--- src/hw/rtl/ege_pkg.sv ---
// shared types and constants for the exp-golomb ue(v) decoder
package ege_pkg;

  localparam int unsigned BYTE_W  = 8;
  localparam int unsigned VALUE_W = 32;
  localparam int unsigned RUN_W   = 6;
  localparam int unsigned BIT_W   = 3;

  typedef struct packed {
    logic [BYTE_W-1:0] stream_byte;
    logic              final_byte;
  } ege_item_t;

  typedef struct packed {
    logic [VALUE_W-1:0] code_value;
    logic               cut_short;
    logic               prefix_overflow;
    logic               stream_done;
  } ege_result_t;

  function automatic logic [VALUE_W-1:0] code_base(input logic [RUN_W-1:0] zeros);
    logic [VALUE_W:0] one_hot;
    begin
      one_hot = (VALUE_W+1)'(1) << zeros;
      code_base = VALUE_W'(one_hot - (VALUE_W+1)'(1));
    end
  endfunction

endpackage

--- src/hw/rtl/ege_in_queue.sv ---
// two-entry input queue between the byte port and the decode core
module ege_in_queue
  import ege_pkg::*;
(
  input  logic      clk,
  input  logic      rst_n,
  input  logic      push,
  input  ege_item_t push_item,
  output logic      not_full,
  input  logic      pop,
  output logic      not_empty,
  output ege_item_t head_item
);

  ege_item_t   slot_r [2];
  logic        wr_ptr_r;
  logic        rd_ptr_r;
  logic [1:0]  count_r;
  logic        do_push;
  logic        do_pop;

  assign not_full  = (count_r != 2'd2);
  assign not_empty = (count_r != 2'd0);
  assign head_item = slot_r[rd_ptr_r];
  assign do_push   = push && not_full;
  assign do_pop    = pop && not_empty;

  always_ff @(posedge clk) begin
    if (!rst_n) begin
      wr_ptr_r <= 1'b0;
      rd_ptr_r <= 1'b0;
      count_r  <= 2'd0;
    end else begin
      if (do_push) wr_ptr_r <= ~wr_ptr_r;
      if (do_pop)  rd_ptr_r <= ~rd_ptr_r;
      unique case ({do_push, do_pop})
        2'b10:   count_r <= count_r + 2'd1;
        2'b01:   count_r <= count_r - 2'd1;
        default: count_r <= count_r;
      endcase
    end
  end

  always_ff @(posedge clk) begin
    if (do_push) slot_r[wr_ptr_r] <= push_item;
  end

endmodule

--- src/hw/rtl/ege_bit_core.sv ---
// bit-serial ue(v) decode core with result holding and output register
module ege_bit_core
  import ege_pkg::*;
#(
  parameter int unsigned MAX_PREFIX = 31
) (
  input  logic               clk,
  input  logic               rst_n,
  input  logic               q_not_empty,
  input  ege_item_t          q_item,
  output logic               q_pop,
  output logic               out_tvalid,
  input  logic               out_tready,
  output logic [VALUE_W-1:0] out_tdata,
  output logic [2:0]         out_tuser,
  output logic               out_tlast
);

  logic               busy_r, busy_nxt;
  logic [BYTE_W-1:0]  shift_r, shift_nxt;
  logic [BIT_W-1:0]   bit_cnt_r, bit_cnt_nxt;
  logic               final_r, final_nxt;
  logic               in_suffix_r, in_suffix_nxt;
  logic [RUN_W-1:0]   zero_run_r, zero_run_nxt;
  logic [RUN_W-1:0]   suffix_rem_r, suffix_rem_nxt;
  logic [VALUE_W-1:0] suffix_bits_r, suffix_bits_nxt;
  logic               pend_v_r, pend_v_nxt;
  logic               pend_closed_r, pend_closed_nxt;
  ege_result_t        pend_r, pend_nxt;
  logic               out_v_r, out_v_nxt;
  ege_result_t        out_r, out_nxt;
  logic               out_last_r, out_last_nxt;

  logic               out_free;
  logic               step;
  logic               last_bit;
  logic               cur_bit;
  logic               new_v;
  ege_result_t        new_res;
  logic               move;

  assign out_free = !out_v_r || out_tready;
  assign step     = busy_r && (!pend_v_r || out_free);
  assign last_bit = step && (bit_cnt_r == '0);
  assign cur_bit  = shift_r[BYTE_W-1];

  always_comb begin
    in_suffix_nxt   = in_suffix_r;
    zero_run_nxt    = zero_run_r;
    suffix_rem_nxt  = suffix_rem_r;
    suffix_bits_nxt = suffix_bits_r;
    new_v           = 1'b0;
    new_res         = '{code_value: '0, cut_short: 1'b0, prefix_overflow: 1'b0,
                        stream_done: final_r};
    if (step) begin
      if (in_suffix_r) begin
        suffix_bits_nxt = {suffix_bits_r[VALUE_W-2:0], cur_bit};
        suffix_rem_nxt  = suffix_rem_r - RUN_W'(1);
        if (suffix_rem_r == RUN_W'(1)) begin
          new_v              = 1'b1;
          new_res.code_value = code_base(zero_run_r) + suffix_bits_nxt;
          in_suffix_nxt      = 1'b0;
          zero_run_nxt       = '0;
          suffix_rem_nxt     = '0;
          suffix_bits_nxt    = '0;
        end
      end else if (!cur_bit) begin
        zero_run_nxt = zero_run_r + RUN_W'(1);
        if (zero_run_nxt > RUN_W'(MAX_PREFIX)) begin
          new_v                   = 1'b1;
          new_res.prefix_overflow = 1'b1;
          zero_run_nxt            = '0;
        end
      end else if (zero_run_r == '0) begin
        new_v = 1'b1;
      end else begin
        in_suffix_nxt   = 1'b1;
        suffix_rem_nxt  = zero_run_r;
        suffix_bits_nxt = '0;
      end
      if (last_bit && final_r) begin
        if (!new_v && (in_suffix_nxt || zero_run_nxt != '0)) begin
          new_v              = 1'b1;
          new_res.cut_short  = 1'b1;
          new_res.code_value = code_base(zero_run_nxt) + suffix_bits_nxt;
        end
        in_suffix_nxt   = 1'b0;
        zero_run_nxt    = '0;
        suffix_rem_nxt  = '0;
        suffix_bits_nxt = '0;
      end
    end
  end

  always_comb begin
    busy_nxt    = busy_r;
    shift_nxt   = shift_r;
    bit_cnt_nxt = bit_cnt_r;
    final_nxt   = final_r;
    q_pop       = q_not_empty && (!busy_r || last_bit);
    if (step) begin
      shift_nxt   = {shift_r[BYTE_W-2:0], 1'b0};
      bit_cnt_nxt = bit_cnt_r - BIT_W'(1);
      if (last_bit) busy_nxt = 1'b0;
    end
    if (q_pop) begin
      busy_nxt    = 1'b1;
      shift_nxt   = q_item.stream_byte;
      bit_cnt_nxt = BIT_W'(BYTE_W - 1);
      final_nxt   = q_item.final_byte;
    end
  end

  always_comb begin
    move            = pend_v_r && out_free && (pend_closed_r || new_v || last_bit);
    pend_v_nxt      = pend_v_r;
    pend_closed_nxt = pend_closed_r;
    pend_nxt        = pend_r;
    out_v_nxt       = out_v_r && !out_tready;
    out_nxt         = out_r;
    out_last_nxt    = out_last_r;
    if (move) begin
      out_v_nxt    = 1'b1;
      out_nxt      = pend_r;
      out_last_nxt = pend_closed_r || (last_bit && !new_v);
    end
    if (new_v) begin
      pend_v_nxt      = 1'b1;
      pend_closed_nxt = last_bit;
      pend_nxt        = new_res;
    end else if (move) begin
      pend_v_nxt      = 1'b0;
      pend_closed_nxt = 1'b0;
    end else if (last_bit && pend_v_r) begin
      pend_closed_nxt = 1'b1;
    end
  end

  always_ff @(posedge clk) begin
    if (!rst_n) begin
      busy_r        <= 1'b0;
      in_suffix_r   <= 1'b0;
      zero_run_r    <= '0;
      suffix_rem_r  <= '0;
      suffix_bits_r <= '0;
      pend_v_r      <= 1'b0;
      pend_closed_r <= 1'b0;
      out_v_r       <= 1'b0;
    end else begin
      busy_r        <= busy_nxt;
      in_suffix_r   <= in_suffix_nxt;
      zero_run_r    <= zero_run_nxt;
      suffix_rem_r  <= suffix_rem_nxt;
      suffix_bits_r <= suffix_bits_nxt;
      pend_v_r      <= pend_v_nxt;
      pend_closed_r <= pend_closed_nxt;
      out_v_r       <= out_v_nxt;
    end
  end

  always_ff @(posedge clk) begin
    shift_r    <= shift_nxt;
    bit_cnt_r  <= bit_cnt_nxt;
    final_r    <= final_nxt;
    pend_r     <= pend_nxt;
    out_r      <= out_nxt;
    out_last_r <= out_last_nxt;
  end

  assign out_tvalid = out_v_r;
  assign out_tdata  = out_r.code_value;
  assign out_tuser  = {out_r.stream_done, out_r.prefix_overflow, out_r.cut_short};
  assign out_tlast  = out_last_r;

  a_ovf_value_zero: assert property (@(posedge clk) disable iff (!rst_n)
    out_v_r && out_r.prefix_overflow |-> out_r.code_value == '0)
    else $error("overflow result with nonzero value");

  a_cut_ends_stream: assert property (@(posedge clk) disable iff (!rst_n)
    out_v_r && out_r.cut_short |-> out_r.stream_done && out_last_r && !out_r.prefix_overflow)
    else $error("truncated result not closing the stream");

  a_run_bound: assert property (@(posedge clk) disable iff (!rst_n)
    zero_run_r <= RUN_W'(MAX_PREFIX))
    else $error("zero run beyond prefix limit");

  a_suffix_count: assert property (@(posedge clk) disable iff (!rst_n)
    in_suffix_r |-> suffix_rem_r != '0 && suffix_rem_r <= zero_run_r)
    else $error("suffix count out of range");

  a_state_clear_after_final: assert property (@(posedge clk) disable iff (!rst_n)
    last_bit && final_r |=> !in_suffix_r && zero_run_r == '0)
    else $error("state not cleared after final byte");

endmodule

--- src/hw/rtl/exp_golomb_ue_decoder_top.sv ---
// top level of the unsigned exp-golomb ue(v) stream decoder
// Bytes enter on the in_ stream and are decoded most significant bit first by a core
// that consumes one bit per clock while no held result waits on a stalled output;
// a two-entry queue lets the next bytes be taken while the core works, and results
// leave through a one-deep holding stage plus an output register, one per cycle at
// most. A result waits in the holding stage until the next result of its byte or the
// byte's last bit is decoded, because only then is its out_tlast known, and it waits
// longer while out_tready is low; out_tlast marks the last result of each byte, so a
// byte that completes no code shows no output at all.
module exp_golomb_ue_decoder_top
  import ege_pkg::*;
#(
  parameter int unsigned MAX_PREFIX = 31
) (
  input  logic               clk,
  input  logic               rst_n,
  input  logic               in_tvalid,
  output logic               in_tready,
  input  logic [BYTE_W-1:0]  in_tdata,   // [7:0] stream_byte
  input  logic               in_tlast,
  output logic               out_tvalid,
  input  logic               out_tready,
  output logic [VALUE_W-1:0] out_tdata,  // [31:0] code_value
  output logic [2:0]         out_tuser,  // [0] cut_short, [1] prefix_overflow, [2] stream_done
  output logic               out_tlast
);

  ege_item_t in_item;
  ege_item_t head_item;
  logic      q_not_empty;
  logic      q_pop;

  assign in_item = '{stream_byte: in_tdata, final_byte: in_tlast};

  ege_in_queue u_queue (
    .clk       (clk),
    .rst_n     (rst_n),
    .push      (in_tvalid),
    .push_item (in_item),
    .not_full  (in_tready),
    .pop       (q_pop),
    .not_empty (q_not_empty),
    .head_item (head_item)
  );

  ege_bit_core #(
    .MAX_PREFIX (MAX_PREFIX)
  ) u_core (
    .clk         (clk),
    .rst_n       (rst_n),
    .q_not_empty (q_not_empty),
    .q_item      (head_item),
    .q_pop       (q_pop),
    .out_tvalid  (out_tvalid),
    .out_tready  (out_tready),
    .out_tdata   (out_tdata),
    .out_tuser   (out_tuser),
    .out_tlast   (out_tlast)
  );

endmodule
--- config.mk ---
export PLATFORM = sky130hd
export DESIGN_NAME = exp_golomb_ue_decoder_top
export DESIGN_NICKNAME = d
export VERILOG_FILES = /design/src/hw/rtl/ege_pkg.sv /design/src/hw/rtl/ege_in_queue.sv /design/src/hw/rtl/ege_bit_core.sv /design/src/hw/rtl/exp_golomb_ue_decoder_top.sv
export SDC_FILE = /design/constraint.sdc
export NUM_CORES = 1
export LEC_CHECK = 0
export ABC_AREA = 1
export BUFFER_PORTS_ARGS = -buffer_cell sky130_fd_sc_hd__buf_4
export CORE_MARGIN = 1.5
export CORE_UTILIZATION = 60
export DETAILED_ROUTE_END_ITERATION = 7
export PLACE_DENSITY = 0.84
export SLEW_MARGIN = 10
export SYNTH_ARGS = -nofsm -noshare
export SYNTH_HDL_FRONTEND = slang
export SYNTH_HIERARCHICAL = 1
export SYNTH_SLANG_ARGS = --single-unit
--- constraint.sdc ---
create_clock -name clk -period 7.7 [get_ports clk]
set_clock_uncertainty 0.15 [all_clocks]
set_input_delay 1.54 -clock clk [delete_from_list [all_inputs] [get_ports clk]]
set_output_delay 1.54 -clock clk [all_outputs]
set_load 0.02 [all_outputs]
### After elaboration in Yosys (flattened, before gate mapping)

Memory sizes are Yosys's and may differ from the RTL's. A register that Yosys moved wholly into a read port is not among the register bits.
Cells that the tools add are included.

| operators by class | value |
|---|---|
| magnitude comparators | 1 |
| reductions and logical operators | 39 |
| bitwise gates (word level) | 3 |
| equality and inequality tests | 5 |
| multiplexer cells | 52 |
| shift operators | 2 |
| add/subtract/negate cells | 9 |

Operator list:

| operator | count |
|---|---|
| 32-bit two-way mux | 8 |
| 33-bit two-way mux | 2 |
| 6-bit two-way mux | 11 |
| 32-bit adder | 2 |
| 1-bit by 6-bit << shifter with 32-bit output, first input constant | 2 |
| 32-bit by 1-bit subtractor with 32-bit output, second input constant | 2 |
| 1-bit two-way mux | 28 |
| 8-bit two-way mux | 2 |
| 1-bit logical AND | 12 |
| 2-bit nonzero test | 5 |
| 1-bit logical OR | 7 |
| 6-bit by 1-bit adder with 6-bit output, second input constant | 1 |
| 6-bit by 1-bit == test with 1-bit output, second input constant | 1 |
| 6-bit by 5-bit > comparator with 1-bit output, second input constant | 1 |
| 1-bit zero test | 6 |
| 6-bit zero test | 1 |
| 3-bit nonzero test | 2 |
| 6-bit nonzero test | 1 |
| 6-bit by 1-bit subtractor with 6-bit output, second input constant | 1 |
| 2-bit one-hot mux with 2 select lines | 1 |
| 2-bit AND reduction | 2 |
| 3-bit zero test | 1 |
| 3-bit by 2-bit inequality test with 1-bit output, second input constant | 1 |
| 1-bit inverter | 3 |
| other kinds (8) | 8 |

| word-level totals | value |
|---|---|
| output and inout bits | 38 |
| memories | 1 |
| word-level logic and storage cells | 135 |
| bits in registers | 136 |
| memory bits (writable) | 18 |
| bits of input ports | 13 |

Memories:

| name | depth | bits a word | read ports | clocked after memory_dff | wr ports | RTL line | RTL |
|---|---|---|---|---|---|---|---|
| u_queue.slot_r | 2 | 9 | 1 | 1 | 1 | ege_in_queue.sv:15 | `ege_item_t slot_r [2];` |

### Logic depth before layout (Yosys ltp)

| depth | value |
|---|---|
| depth after elaboration | 17 |
| depth in mapped cells | 29 |
| gate-level depth less buffers | 29 |

### Modules after synthesis

The synthesis kept the hierarchy.

By module, submodules not included:

| module | cells an instance | area an instance (µm²) | times used |
|---|---|---|---|
| ege_bit_core | 1547 | 11001.8 | 1 |
| ege_in_queue | 64 | 917.1 | 1 |

### Worst setup path before layout

Ideal clock, no wire load.

| timing path | value |
|---|---|
| path kind | register to register |
| start | reg u_core.suffix_rem_r[1] |
| end | reg u_core/pend_r[24] (netlist bit) (data pin) |
| arrival time | 3769 ps |
| period minus slack after synthesis | 4179 ps |
| stages on the path, launching flop included | 25 |
| data required time | 7289 ps |
| path buffers | 1 |
| path slack | 3521 ps |
| cell sequence | dfxtp_1 -> inv_1 -> ha_1 -> nand3_2 -> nand2_2 -> nor2_1 -> a21oi_4 -> inv_1 -> clkbuf_1 -> nor2_1 -> nand2_1 -> ha_1 -> inv_1 -> ha_1 -> inv_1 -> fa_1 -> nand3b_1 -> nand2_1 -> a21oi_1 -> o21ai_0 -> a21oi_1 -> o21ai_0 -> xor2_1 -> o21ai_0 -> a21oi_1 |

| between the ends | value |
|---|---|
| cells in the longest elaborated chain, start to end | 9 |
| elaborated cells between the ends (all ways) | 24 |
| those cells by class | add/sub: 2; eq/ne: 1; shift: 1; mux: 16; reduce/logical: 4 |

RTL lines:

| item | RTL line | RTL |
|---|---|---|
| start: declaration | ege_bit_core.sv:25 | `logic [RUN_W-1:0] suffix_rem_r, suffix_rem_nxt;` |
| start signal: assignment | ege_bit_core.sv:153 | `suffix_rem_r <= suffix_rem_nxt;` |
| 6-bit by 1-bit == test with 1-bit output (*) | ege_bit_core.sv:59 | `if (suffix_rem_r == RUN_W'(1)) begin` |
| 6-bit two-way mux | ege_bit_core.sv:59 |  |
| 6-bit two-way mux | ege_bit_core.sv:56 | `if (in_suffix_r) begin` |
| 6-bit two-way mux | ege_bit_core.sv:55 | `if (step) begin` |
| 1-bit by 6-bit << shifter with 32-bit output / 6-bit nonzero test (equally long branches) | ege_pkg.sv:24, ege_bit_core.sv:82 |  |
| 32-bit by 1-bit subtractor with 32-bit output / 1-bit logical OR (equally long branches) | ege_pkg.sv:25, ege_bit_core.sv:82 |  |
| 32-bit adder / 1-bit logical AND (equally long branches) | ege_bit_core.sv:85, ege_bit_core.sv:82 |  |
| 33-bit two-way mux | ege_bit_core.sv:82 | `if (!new_v && (in_suffix_nxt \|\| zero_run_nxt != '0)) begin` |
| 33-bit two-way mux (*) | ege_bit_core.sv:81 | `if (last_bit && final_r) begin` |
| end signal: assignment | ege_bit_core.sv:165 | `pend_r <= pend_nxt;` |
| end: declaration | ege_bit_core.sv:29 | `ege_result_t pend_r, pend_nxt;` |

Mark *: on every way between the ends. The rest lies on a longest branch, timed or not. The select of a mux whose other input is x is not followed.
A chain may end at the register's enable or synchronous reset.

### Final worst setup path

| timing path | value |
|---|---|
| start | reg u_core.in_suffix_r |
| end | reg u_core/pend_r[32] (netlist bit) (data pin) |

| between the ends | value |
|---|---|
| cells in the longest elaborated chain, start to end | 7 |
| elaborated cells between the ends (all ways) | 18 |
| those cells by class | add/sub: 2; shift: 1; mux: 11; reduce/logical: 4 |

RTL lines:

| item | RTL line | RTL |
|---|---|---|
| start: declaration | ege_bit_core.sv:23 | `logic in_suffix_r, in_suffix_nxt;` |
| start signal: assignment | ege_bit_core.sv:151 | `in_suffix_r <= in_suffix_nxt;` |
| 6-bit two-way mux | ege_bit_core.sv:56 |  |
| 6-bit two-way mux | ege_bit_core.sv:55 |  |
| 1-bit by 6-bit << shifter with 32-bit output / 6-bit nonzero test (equally long branches) | ege_pkg.sv:24, ege_bit_core.sv:82 |  |
| 32-bit by 1-bit subtractor with 32-bit output / 1-bit logical OR (equally long branches) | ege_pkg.sv:25, ege_bit_core.sv:82 |  |
| 32-bit adder / 1-bit logical AND (equally long branches) | ege_bit_core.sv:85, ege_bit_core.sv:82 |  |
| 33-bit two-way mux | ege_bit_core.sv:82 |  |
| 33-bit two-way mux (*) | ege_bit_core.sv:81 |  |

Marks and branches as above.

==> results_dict.tcl <==
set metrics [dict create \
    dr_total_vias 11100 \
    path_class "flop to flop" \
    initial_core_util 0.612 \
    synth_seq_cells 155 \
    drv_cap 0 \
    irDropWorstVdd_v 0.000257 \
    max_freq_ghz 0.182 \
    ys.flop_type "edfxtp_1" \
    p_clk_frac 0.245 \
    cts_setup_buffers 0 \
    final_nets 1793 \
    dieArea_um2 20700 \
    clock-sinks 155 \
    die_y_um 144 \
    yosys_warnings 6 \
    insertion_delay_ns 0.44 \
    ant_nets 0 \
    worst_slack_ns 2.20 \
    root_buffer "clkbuf_16" \
    drt_first_pass_iters 6 \
    syn_area_um2 11900 \
    cts_max_path_buffers 2 \
    swShare 0.441 \
    routed_wl_um 36500 \
    min_period_ns 5.50 \
    die_width_um 144 \
    worstSetupStartpointType "flop" \
    hp-class "flop to flop" \
    place_inst 1891 \
    period_share 0.714 \
    syn_nets 1759 \
    pre_cts_slack_ns 2.37 \
    ctsHoldBuffers 0 \
    finalHoldViolCount 0 \
    combPwrFrac 0.442 \
    finalPower_mw 3.55 \
    cts_max_level 4 \
    ios 51 \
    relSlewSlack 0.278 \
    n_antenna_cell 0 \
    p_leak_nw 6.10 \
    yosys-top-cells-area "edfxtp_1 (25%), ha_1 (14%), nand2_1 (12%), dfxtp_1 (9.6%), inv_1 (9.2%)" \
    setup_tns_ns 0 \
    gr-total-overflow 0 \
    worst_pin_slew_ns 1.08 \
    power_frac_seq 0.313 \
    synth_top_area_frac 0.247 \
    crit_path_end_kind "flop" \
    grt_pass1_wl_um 56100 \
    place_area_um2 12500 \
    crit_arrival_ns 5.53 \
    status "finished, final reports clean" \
    power_density_nw_per_um2 270 \
    clk_pin_slew_ns 0.08 \
    drive_above_1_share 0.0856 \
    drv_slew 0 \
    required_ns 7.73 \
    grt_start_max_net_pins 44 \
    fin_cells 1923 \
    via_per_inst 5.77 \
    numCtsBuffers 17 \
    synth-edff-count 98 \
    place_congestion 1.04 \
    drc 0 \
    final_area_um2 13100 \
    cts_resized 0 \
    yosysTopAreaCell "edfxtp_1" \
    internal-power_mw 1.98 \
    wl_per_cell_um 19.0 \
    synth.avg_cell_area_um2 7.40 \
    switchingPower_mw 1.56 \
    area_growth_pct 10.1 \
    dpl.hpwl_um 28600 \
    synth_cells 1611 \
    drt_iter0_drc 1197 \
    design.core.area_um2 19500 \
    cts_tree "done" \
    antenna_found_initial 0 \
    grtUsageTotal 0.363 \
    final_common_cell "nand2_1" \
    grt_pass1_vias 10400 \
    rsz0062_at_grt "no" \
    rows 51 \
    layout_common_cells "nand2_1 (382), inv_1 (290), a21oi_1 (163)" \
    path_max_fanout 36 \
    synth_cell_types 50 \
    yosysSeqAreaShare 0.343 \
    setup_viol 0 \
    io_buffers 50 \
    synthArstFlopShare 0 \
]
## synthesized netlist by cell type (6+ instances only)
| cell type | count |
|---|---|
| nand2_1 | 383 |
| inv_1 | 291 |
| a21oi_1 | 163 |
| ha_1 | 133 |
| nor2_1 | 114 |
| edfxtp_1 | 98 |
| dfxtp_1 | 57 |
| o21ai_0 | 57 |
| nand3_1 | 42 |
| o22ai_1 | 34 |
| clkbuf_1 | 26 |
| nor3_1 | 26 |
| xor2_1 | 25 |
| a21boi_0 | 13 |
| nand4_1 | 13 |
| xnor2_1 | 12 |
| nand2_2 | 11 |
| mux2_2 | 9 |
| o21bai_1 | 9 |
| o21a_1 | 8 |
| or2_2 | 8 |
| buf_1 | 7 |
| nand3b_1 | 6 |
## kinds of logic after synthesis
family / after synthesis / share of synthesized area
AO/OA/AOI/OAI: 316 / 0.150
XOR/XNOR: 37 / 0.0272
multiplexers: 9 / 0.00850
adder cells (fa/ha/maj): 135 / 0.143
AND/OR/NAND/NOR: 621 / 0.220
flip-flops: 155 / 0.343
buffers and inverters: 338 / 0.109
## path summary, 6_finish.rpt
| check | end | startpoint | slack [ns] | cells after the start |
|---|---|---|---|---|
| worst max-delay path | u_core/pend_r[32] | u_core/in_suffix_r | 2.20 | 15 |
| worst max register to register | u_core/pend_r[32] | u_core/in_suffix_r | 2.20 | 15 |
| worst min register to register | u_core/out_tdata[6] | u_core/pend_r[9] | 0.27 | 0 |
| worst min-delay path | u_core/out_tdata[6] | u_core/pend_r[9] | 0.27 | 0 |
## power by group through the flow
stage               logic (mW)  clock network [mW]  registers, mW
floorplan                 1.12                   0           1.10
global placement          1.50                   0           1.12
detailed placement        1.53                   0           1.13
CTS                       1.54               0.875           1.11
global route              1.72               0.908           1.12
finish                    1.57               0.869           1.11
## critical path, stage by stage (launching register included)
cell	delay, ns
dfxtp_1	0.66
nand2_2	0.58
o21ai_2	0.40
nor2b_1	0.89
nand2_1	0.16
ha_1	0.33
inv_1	0.04
ha_1	0.38
a21oi_1	0.29
a21boi_0	0.42
o221ai_1	0.17
a21oi_1	0.14
nand2_1	0.08
xor2_1	0.14
o21ai_0	0.33
a21oi_1	0.07
## layer usage
layer / vias to the layer above / routed length [um] / track usage
li1: 5353 / - / -
met3: 113 / 2610 / 0.0530
met2: 591 / 16800 / 0.595
met4: 0 / 2030 / 0.199
met1: 5032 / 15000 / 0.460
met5: - / 0 / 0
## flip-flops by register name, summed over array words and instances (netlist names), named ones only
signal / cells
u_core/pend_r: 35
u_core/out_tdata: 32
u_core/suffix_bits_r: 32
u_queue/slot_r: 18
u_core/shift_r: 8
u_core/suffix_rem_r: 6
u_core/zero_run_r: 6
u_core/bit_cnt_r: 3
u_core/out_tuser: 3
u_queue/count_r: 2
u_core/busy_r: 1
u_core/final_r: 1
u_core/in_suffix_r: 1
u_core/out_tlast: 1
u_core/out_tvalid: 1
u_core/pend_closed_r: 1
u_core/pend_v_r: 1
u_queue/rd_ptr_r: 1
u_queue/wr_ptr_r: 1
## area by class of cell
type / count / area [um2]
repair buffers: 57 / 428
multi-input cells: 1118 / 6550
inverters: 296 / 1110
fillers: 1628 / 6340
flip-flops and latches: 155 / 4080
clock buffers: 17 / 425
clock inverters: 15 / 188
well taps: 265 / 332
## per-stage QoR
| stage | util | hold WS (ns) |
|---|---|---|
| 2_1_floorplan | - | 0.250 |
| 3_3_place_gp | 0.643 | 0.251 |
| 3_5_place_dp | 0.643 | 0.255 |
| 4_1_cts | 0.674 | 0.271 |
| 5_1_grt | 0.674 | 0.274 |
| 6_report | 0.674 | 0.271 |
Power figures use the tool's default switching activity.
